## src/rtl/dfr_pkg.sv

```systemverilog
`default_nettype none

package dfr_pkg;

   localparam int unsigned HDR_BYTES = 36;
   localparam int unsigned POS_W     = 6;

   localparam logic [7:0] VERSION_BYTE = 8'h01;

   localparam logic [1:0] KIND_HEADER  = 2'd0;
   localparam logic [1:0] KIND_PAYLOAD = 2'd1;
   localparam logic [1:0] KIND_STATUS  = 2'd2;

   localparam logic [1:0] STATUS_OK    = 2'd0;
   localparam logic [1:0] STATUS_BAD   = 2'd1;
   localparam logic [1:0] STATUS_SHORT = 2'd2;
   localparam logic [1:0] STATUS_TRUNC = 2'd3;

   typedef struct packed {
      logic [7:0] data_byte;
      logic       final_byte;
   } req_type;

   typedef struct packed {
      logic [1:0]  kind;
      logic [31:0] src_addr;
      logic [31:0] dst_addr;
      logic [31:0] chan;
      logic [31:0] payload_format;
      logic [63:0] time_sent_bits;
      logic [31:0] payload_length;
      logic [7:0]  payload_data;
      logic        payload_last;
      logic [1:0]  status;
      logic        last_of_run;
   } rsp_type;

   // up to two results per accepted byte, written to the queue together
   typedef struct packed {
      logic    valid0;
      logic    valid1;
      rsp_type rsp0;
      rsp_type rsp1;
   } front_push_type;

   // "FSMG"
   function automatic logic [7:0] magic_byte(input logic [1:0] idx);
      logic [7:0] b;
      unique case (idx)
         2'd0: b = 8'h46;
         2'd1: b = 8'h53;
         2'd2: b = 8'h4D;
         2'd3: b = 8'h47;
         default: b = 8'h00;
      endcase
      return b;
   endfunction

   function automatic logic [31:0] put_lane32(input logic [31:0] word,
                                              input logic [1:0]  lane,
                                              input logic [7:0]  b);
      logic [31:0] r;
      r = word;
      for (int i = 0; i < 4; i++) begin
         if (lane == 2'(i)) r[i*8 +: 8] = b;
      end
      return r;
   endfunction

   function automatic logic [63:0] put_lane64(input logic [63:0] word,
                                              input logic [2:0]  lane,
                                              input logic [7:0]  b);
      logic [63:0] r;
      r = word;
      for (int i = 0; i < 8; i++) begin
         if (lane == 3'(i)) r[i*8 +: 8] = b;
      end
      return r;
   endfunction

endpackage

`default_nettype wire

```

## src/rtl/message_frame_deframer.sv

```systemverilog
// Datagram deframer. Bytes enter on the req_ channel (push/full), one per
// transfer, with final_byte set on the last byte of a datagram. The 36-byte
// header is checked for "FSMG" and version 1 and its little-endian fields
// are collected; a good header yields one header result, then each payload
// byte up to the declared length yields one payload result, and the final
// byte yields an end status (ok, bad header, short header, truncated).
// Results leave on the rsp_ channel (empty/pop), oldest first.
// Throughput: one byte per cycle while req_full is low; the front decodes
// combinationally and writes up to two results per byte into a
// QUEUE_DEPTH-entry result queue, at the edge that accepts the byte.
// full rises while fewer than two queue entries are free, so a stalled
// receiver backs up into req_full after a few results.
// Reset empties the queue and rearms the header parser; no transfer is
// taken in the reset cycle.
`default_nettype none

module message_frame_deframer #(
   parameter int unsigned QUEUE_DEPTH = 4
) (
   input  wire              clock,
   input  wire              reset,
   input  wire              req_push,
   input  dfr_pkg::req_type req_data,
   output logic             req_full,
   output logic             rsp_empty,
   input  wire              rsp_pop,
   output dfr_pkg::rsp_type rsp_data
);

   dfr_pkg::front_push_type push;
   logic                    accept;

   assign accept = req_push && !req_full;

   dfr_front u_front (
      .clock    (clock),
      .reset    (reset),
      .accept   (accept),
      .req_data (req_data),
      .push     (push)
   );

   dfr_queue #(
      .QUEUE_DEPTH (QUEUE_DEPTH)
   ) u_queue (
      .clock     (clock),
      .reset     (reset),
      .push      (push),
      .full      (req_full),
      .rsp_empty (rsp_empty),
      .rsp_pop   (rsp_pop),
      .rsp_data  (rsp_data)
   );

endmodule

`default_nettype wire

```

## src/rtl/dfr_front.sv

```systemverilog
`default_nettype none

module dfr_front (
   input  wire                     clock,
   input  wire                     reset,
   input  wire                     accept,
   input  dfr_pkg::req_type        req_data,
   output dfr_pkg::front_push_type push
);

   localparam logic [dfr_pkg::POS_W-1:0] HDR_END = dfr_pkg::POS_W'(dfr_pkg::HDR_BYTES);
   localparam logic [dfr_pkg::POS_W-1:0] HDR_LAST =
      dfr_pkg::POS_W'(dfr_pkg::HDR_BYTES - 1);

   logic [dfr_pkg::POS_W-1:0] pos_ff, pos_in, pos_step;
   logic                      good_ff, good_in, good_step;
   logic [31:0]               seen_ff, seen_in, seen_step;
   logic [31:0]               src_ff, src_in;
   logic [31:0]               dst_ff, dst_in;
   logic [31:0]               chan_ff, chan_in;
   logic [31:0]               fmt_ff, fmt_in;
   logic [63:0]               time_ff, time_in;
   logic [31:0]               len_ff, len_in;

   logic       in_hdr, hdr_hit, pay_hit, fin;
   logic [7:0] b;
   logic [1:0] st;
   dfr_pkg::rsp_type hdr_rsp, pay_rsp, stat_rsp;

   always_comb begin
      b      = req_data.data_byte;
      fin    = req_data.final_byte;
      in_hdr = (pos_ff < HDR_END);

      good_step = good_ff;
      src_in    = src_ff;
      dst_in    = dst_ff;
      chan_in   = chan_ff;
      fmt_in    = fmt_ff;
      time_in   = time_ff;
      len_in    = len_ff;
      if (in_hdr) begin
         if (pos_ff < 6'd4) begin
            if (b != dfr_pkg::magic_byte(pos_ff[1:0])) good_step = 1'b0;
         end else if (pos_ff == 6'd4) begin
            if (b != dfr_pkg::VERSION_BYTE) good_step = 1'b0;
         end else if (pos_ff >= 6'd8 && pos_ff < 6'd12) begin
            src_in = dfr_pkg::put_lane32(src_ff, pos_ff[1:0], b);
         end else if (pos_ff >= 6'd12 && pos_ff < 6'd16) begin
            dst_in = dfr_pkg::put_lane32(dst_ff, pos_ff[1:0], b);
         end else if (pos_ff >= 6'd16 && pos_ff < 6'd20) begin
            chan_in = dfr_pkg::put_lane32(chan_ff, pos_ff[1:0], b);
         end else if (pos_ff >= 6'd20 && pos_ff < 6'd24) begin
            fmt_in = dfr_pkg::put_lane32(fmt_ff, pos_ff[1:0], b);
         end else if (pos_ff >= 6'd24 && pos_ff < 6'd32) begin
            time_in = dfr_pkg::put_lane64(time_ff, pos_ff[2:0], b);
         end else if (pos_ff >= 6'd32) begin
            len_in = dfr_pkg::put_lane32(len_ff, pos_ff[1:0], b);
         end
      end

      pos_step  = in_hdr ? pos_ff + 6'd1 : pos_ff;
      hdr_hit   = in_hdr && (pos_ff == HDR_LAST) && good_step;
      pay_hit   = !in_hdr && good_ff && (seen_ff < len_ff);
      seen_step = pay_hit ? seen_ff + 32'd1 : seen_ff;

      priority if (pos_step < HDR_END) st = dfr_pkg::STATUS_SHORT;
      else if (!good_step)        st = dfr_pkg::STATUS_BAD;
      else if (seen_step == len_in) st = dfr_pkg::STATUS_OK;
      else                        st = dfr_pkg::STATUS_TRUNC;

      pos_in  = fin ? '0 : pos_step;
      good_in = fin ? 1'b1 : good_step;
      seen_in = fin ? '0 : seen_step;

      hdr_rsp                = '0;
      hdr_rsp.kind           = dfr_pkg::KIND_HEADER;
      hdr_rsp.src_addr       = src_in;
      hdr_rsp.dst_addr       = dst_in;
      hdr_rsp.chan           = chan_in;
      hdr_rsp.payload_format = fmt_in;
      hdr_rsp.time_sent_bits = time_in;
      hdr_rsp.payload_length = len_in;
      hdr_rsp.last_of_run    = !fin;

      pay_rsp              = '0;
      pay_rsp.kind         = dfr_pkg::KIND_PAYLOAD;
      pay_rsp.payload_data = b;
      pay_rsp.payload_last = (seen_step == len_ff);
      pay_rsp.last_of_run  = !fin;

      stat_rsp             = '0;
      stat_rsp.kind        = dfr_pkg::KIND_STATUS;
      stat_rsp.status      = st;
      stat_rsp.last_of_run = 1'b1;

      push.valid0 = accept && (hdr_hit || pay_hit || fin);
      push.valid1 = accept && (hdr_hit || pay_hit) && fin;
      push.rsp0   = hdr_hit ? hdr_rsp : (pay_hit ? pay_rsp : stat_rsp);
      push.rsp1   = stat_rsp;
   end

   always_ff @(posedge clock) begin
      if (reset) begin
         pos_ff  <= '0;
         good_ff <= 1'b1;
         seen_ff <= '0;
      end else if (accept) begin
         pos_ff  <= pos_in;
         good_ff <= good_in;
         seen_ff <= seen_in;
      end
   end

   always_ff @(posedge clock) begin
      if (accept) begin
         src_ff  <= src_in;
         dst_ff  <= dst_in;
         chan_ff <= chan_in;
         fmt_ff  <= fmt_in;
         time_ff <= time_in;
         len_ff  <= len_in;
      end
   end

endmodule

`default_nettype wire

```

## src/rtl/dfr_queue.sv

```systemverilog
`default_nettype none

module dfr_queue #(
   parameter int unsigned QUEUE_DEPTH = 4
) (
   input  wire                     clock,
   input  wire                     reset,
   input  dfr_pkg::front_push_type push,
   output logic                    full,
   output logic                    rsp_empty,
   input  wire                     rsp_pop,
   output dfr_pkg::rsp_type        rsp_data
);

   localparam int unsigned PW = (QUEUE_DEPTH > 1) ? $clog2(QUEUE_DEPTH) : 1;
   localparam int unsigned CW = $clog2(QUEUE_DEPTH + 1);
   localparam logic [PW-1:0] PTR_LAST = PW'(QUEUE_DEPTH - 1);
   localparam logic [CW-1:0] FULL_MARK = CW'(QUEUE_DEPTH - 2);

   dfr_pkg::rsp_type mem_ff [QUEUE_DEPTH];

   logic [PW-1:0] wr_ptr_ff, wr_ptr_in, rd_ptr_ff, rd_ptr_in;
   logic [PW-1:0] wr_nxt1, wr_nxt2;
   logic [CW-1:0] count_ff, count_in;
   logic          pop;

   always_comb begin
      pop       = rsp_pop && (count_ff != '0);
      wr_nxt1   = (wr_ptr_ff == PTR_LAST) ? '0 : wr_ptr_ff + 1'b1;
      wr_nxt2   = (wr_nxt1 == PTR_LAST) ? '0 : wr_nxt1 + 1'b1;
      wr_ptr_in = push.valid1 ? wr_nxt2 : (push.valid0 ? wr_nxt1 : wr_ptr_ff);
      rd_ptr_in = pop ? ((rd_ptr_ff == PTR_LAST) ? '0 : rd_ptr_ff + 1'b1) : rd_ptr_ff;
      count_in  = count_ff + CW'(push.valid0) + CW'(push.valid1) - CW'(pop);
      full      = reset || (count_ff > FULL_MARK);
      rsp_empty = reset || (count_ff == '0);
      rsp_data  = mem_ff[rd_ptr_ff];
   end

   always_ff @(posedge clock) begin
      if (reset) begin
         wr_ptr_ff <= '0;
         rd_ptr_ff <= '0;
         count_ff  <= '0;
      end else begin
         wr_ptr_ff <= wr_ptr_in;
         rd_ptr_ff <= rd_ptr_in;
         count_ff  <= count_in;
      end
   end

   always_ff @(posedge clock) begin
      if (push.valid0) mem_ff[wr_ptr_ff] <= push.rsp0;
      if (push.valid1) mem_ff[wr_nxt1]   <= push.rsp1;
   end

endmodule

`default_nettype wire

```

## config.mk

```make
export PLATFORM = sky130hd
export DESIGN_NAME = message_frame_deframer
export DESIGN_NICKNAME = d
export VERILOG_FILES = /design/src/rtl/dfr_pkg.sv /design/src/rtl/message_frame_deframer.sv /design/src/rtl/dfr_front.sv /design/src/rtl/dfr_queue.sv
export SDC_FILE = /design/constraint.sdc
export NUM_CORES = 2
export LEC_CHECK = 0
export BUFFER_PORTS_ARGS = -buffer_cell sky130_fd_sc_hd__buf_2
export CAP_MARGIN = 20
export CORE_UTILIZATION = 60
export DETAILED_ROUTE_END_ITERATION = 16
export HOLD_SLACK_MARGIN = 0.1
export PLACE_DENSITY = 0.82
export SYNTH_ARGS = -nofsm -noshare
export SYNTH_HDL_FRONTEND = slang
export SYNTH_HIERARCHICAL = 1
export SYNTH_SLANG_ARGS = --single-unit
```

## constraint.sdc

```tcl
create_clock -name clock -period 17.8 [get_ports clock]
set_input_delay 2.67 -clock clock [delete_from_list [all_inputs] [get_ports clock]]
set_output_delay 2.67 -clock clock [all_outputs]
set_load 0.01 [all_outputs]
```

==> results.ini <==
[setup_path]
critical_path_class=input port to register
cp-start-kind=input port
cp.required_ns=18.15
r2r-end=u_queue/mem_ff[3][129]$_DFFE_PP_
rrSetupSlack_ns=10.37
r2r_cells=12
cp.arrival_ns=9.10
r2r-start=u_front/seen_ff[19]$_SDFFE_PP0P_
cp_max_fo=64
endpoint_kind=register

[place]
port_buffers=252
gp_congestion=0.962
place_hpwl_um=89000
postPlaceCellArea_mm2=0.0657
placed_cells=5615

[grt]
grt_usage=0.279
grt_overflow=0
grt_max_degree=164
grt_pass1_vias=37900
grt_pass1_wl_um=233000
antenna_found_initial=6

[timing]
rsz0062_at_grt=no
clock_skew_ns=0.0333
finalCritPeriodShare=0.492
final-hold-violation-count=0
post-route-min-period_ns=8.75
report.final.slew_viol_count=0
slew_headroom=0.203
setup_viol=0
worst_pin_slew_ns=1.20
tns_ns=0
max_freq_ghz=0.114

[clocking]
path_clk_slew_ns=0.06
max-clock-path-buffers=3
clock-root-buffer=clkbuf_16
htreeDepth=4
clk_latency_ns=0.76
clock_sinks=1224
ctsHoldBuffers=0
cts_tree=yes
post_cts_resized=0
cts_made_buffers=131
cts_setup_buffers=0

[logic_synthesis]
synth.ff_latch_count=1224
yosysWarnings=6
synth-edff-count=1176
yosysMostFrequentCell=edfxtp_1
mappedNetlistArea_mm2=0.0652
yosysSeqAreaShare=0.556
synthTopCellsByArea=edfxtp_1 (54%), mux2_2 (20%), mux4_2 (8.2%), buf_4 (2.8%), nor2b_1 (2.0%)
ys.flop_type=edfxtp_1
async_flop_share=0
synth_cells=4175
synth_largest_area_cell=edfxtp_1
syn_area_per_cell_um2=15.6
synth_top_area_share=0.542
ys_types=79
netlist_top_cells_count=edfxtp_1 (1176), mux2_2 (1150), buf_4 (243)

[worst_hold_path]
hold_path.class=register to register
hold_start=u_queue/rd_ptr_ff[0]$_SDFFE_PP0P_
hold_depth=2

[route]
viasPerCell=6.24
met3_length_um=11300
drt_first_pass_iters=6
drt_iter0_markers=3845
ant_nets=0
drc=0
drt-met1-wl_um=60800
vias=36600
routed_wl_um=153000
wl_per_cell_um=26.2
dr_wl_met2_um=77000
routed.top_layer=met5

[power_and_ir_drop]
powerDensity_mw_per_mm2=101
p_leak_nw=25.3
ir_drop_v=0.0000651
totalPowerFinal_mw=7.08

[cells_and_area]
fill_cells=7378
nNetsFinal=4409
post_route_cells_drive_above_1_share=0.428
post-route-cell-area_mm2=0.0699
syn_to_final_growth_pct=7.22
stdcell_count=5857
antenna_cells=0

[floorplanning]
fp.dieH_um=332
core-area_mm2=0.107
rows=120
die_w_um=332
initial_core_util=0.607
dieArea_mm2=0.110
io_pins=253

[run_status]
run_status=completed

[job]
cap_violations=0

-- layer usage --
metal	global-route usage	vias to the layer above
li1	-	16000
met1	0.367	18700
met3	0.0446	283
met4	0.0878	2
met5	0	-
met2	0.475	1558
-- cells in the final DEF (no fill, tap or decap), types with 8 or more instances in the layout --
master,n
o21ai_0,47
nand4_1,18
nor2_1,108
mux2i_1,31
nor4_1,17
clkbuf_1,26
xnor2_1,61
bufinv_16,9
and3_1,21
nor2b_1,207
dfxtp_1,46
nor3_1,38
clkinv_1,34
nand2b_1,8
a211oi_1,10
nand3_1,33
buf_2,252
xor2_1,21
ha_1,48
mux2_2,1150
clkinv_2,21
edfxtp_1,1176
clkbuf_16,136
or3_1,12
buf_4,53
conb_1,236
inv_1,84
a21oi_1,65
and2_1,11
mux4_2,238
nand2_1,87
-- power breakdown --
part           switching, mW  internal, mW
clock                   1.14          1.55
sequential            0.0533          3.27
combinational          0.619         0.451
-- worst max-delay path: stages --
cell and delay (ns):
buf_2 0.08, buf_4 0.49, or3b_2 0.49, a21oi_1 0.16
o211ai_1 0.23, or2_4 0.44, nand2_1 0.26, and3_1 0.80
nand2_8 0.61, nand2_4 0.95, buf_4 0.87, buf_4 0.96
-- cell families (layout without fill, tap and decap cells) --
kind of cell               after synthesis  in the layout  synth area share
muxes                                 1419           1419             0.286
buffers and inverters                  589            634            0.0653
xor gates and xnor gates                85             85            0.0121
and+or+nand+nor                        615            615            0.0520
DFF                                   1224           1224             0.556
other                                    2            236          0.000115
adders and majority gates               50             50           0.00983
AOI/OAI and AO/OA                      191            191            0.0186
-- worst max path at each step --
stage | from | endpoint | depth (start not counted) | slack, ns
2_1_floorplan | reset | u_queue/mem_ff[0][0]$_DFFE_PP_ | 10 | 4.42
3_3_place_gp | req_data[2] | u_queue/mem_ff[3][66]$_DFFE_PP_ | 12 | 8.31
5_1_grt | req_data[2] | u_queue/mem_ff[3][60]$_DFFE_PP_ | 12 | 8.67
3_5_place_dp | req_data[2] | u_queue/mem_ff[3][126]$_DFFE_PP_ | 12 | 8.24
4_1_cts | req_data[2] | u_queue/mem_ff[3][81]$_DFFE_PP_ | 12 | 9.00
6_report | req_data[2] | u_queue/mem_ff[3][129]$_DFFE_PP_ | 12 | 9.05
-- sequential cells by signal, summed over array words and instances, names as in the netlist, named ones only --
name	count
u_front/src_ff	32
u_front/len_ff	32
u_front/seen_ff	32
u_front/chan_ff	32
u_queue/count_ff	3
u_queue/mem_ff	952
u_queue/rd_ptr_ff	2
u_front/good_ff	1
u_queue/wr_ptr_ff	2
u_front/time_ff	64
u_front/dst_ff	32
u_front/fmt_ff	32
u_front/pos_ff	6
-- cell type report --
class                      instances  area [µm²]  share of cell area
tap                             1403        1760              0.0251
inverter                          85         319             0.00457
timing repair buffer             308        1710              0.0245
clock inverter                    76         657             0.00940
sequential                      1224       36300               0.519
multi-input combinational       2596       25600               0.367
clock buffer                     165        3540              0.0507
-- stage by stage --
step | setup WS [ns] | hold slack, ns | utilization
2_1_floorplan | 4.42 | 0.462 | -
3_3_place_gp | 8.31 | 0.469 | 0.612
3_5_place_dp | 8.24 | 0.484 | 0.612
4_1_cts | 9.00 | 0.492 | 0.651
5_1_grt | 8.67 | 0.523 | 0.651
6_report | 9.05 | 0.489 | 0.651
(Power assumes the default switching activity.)
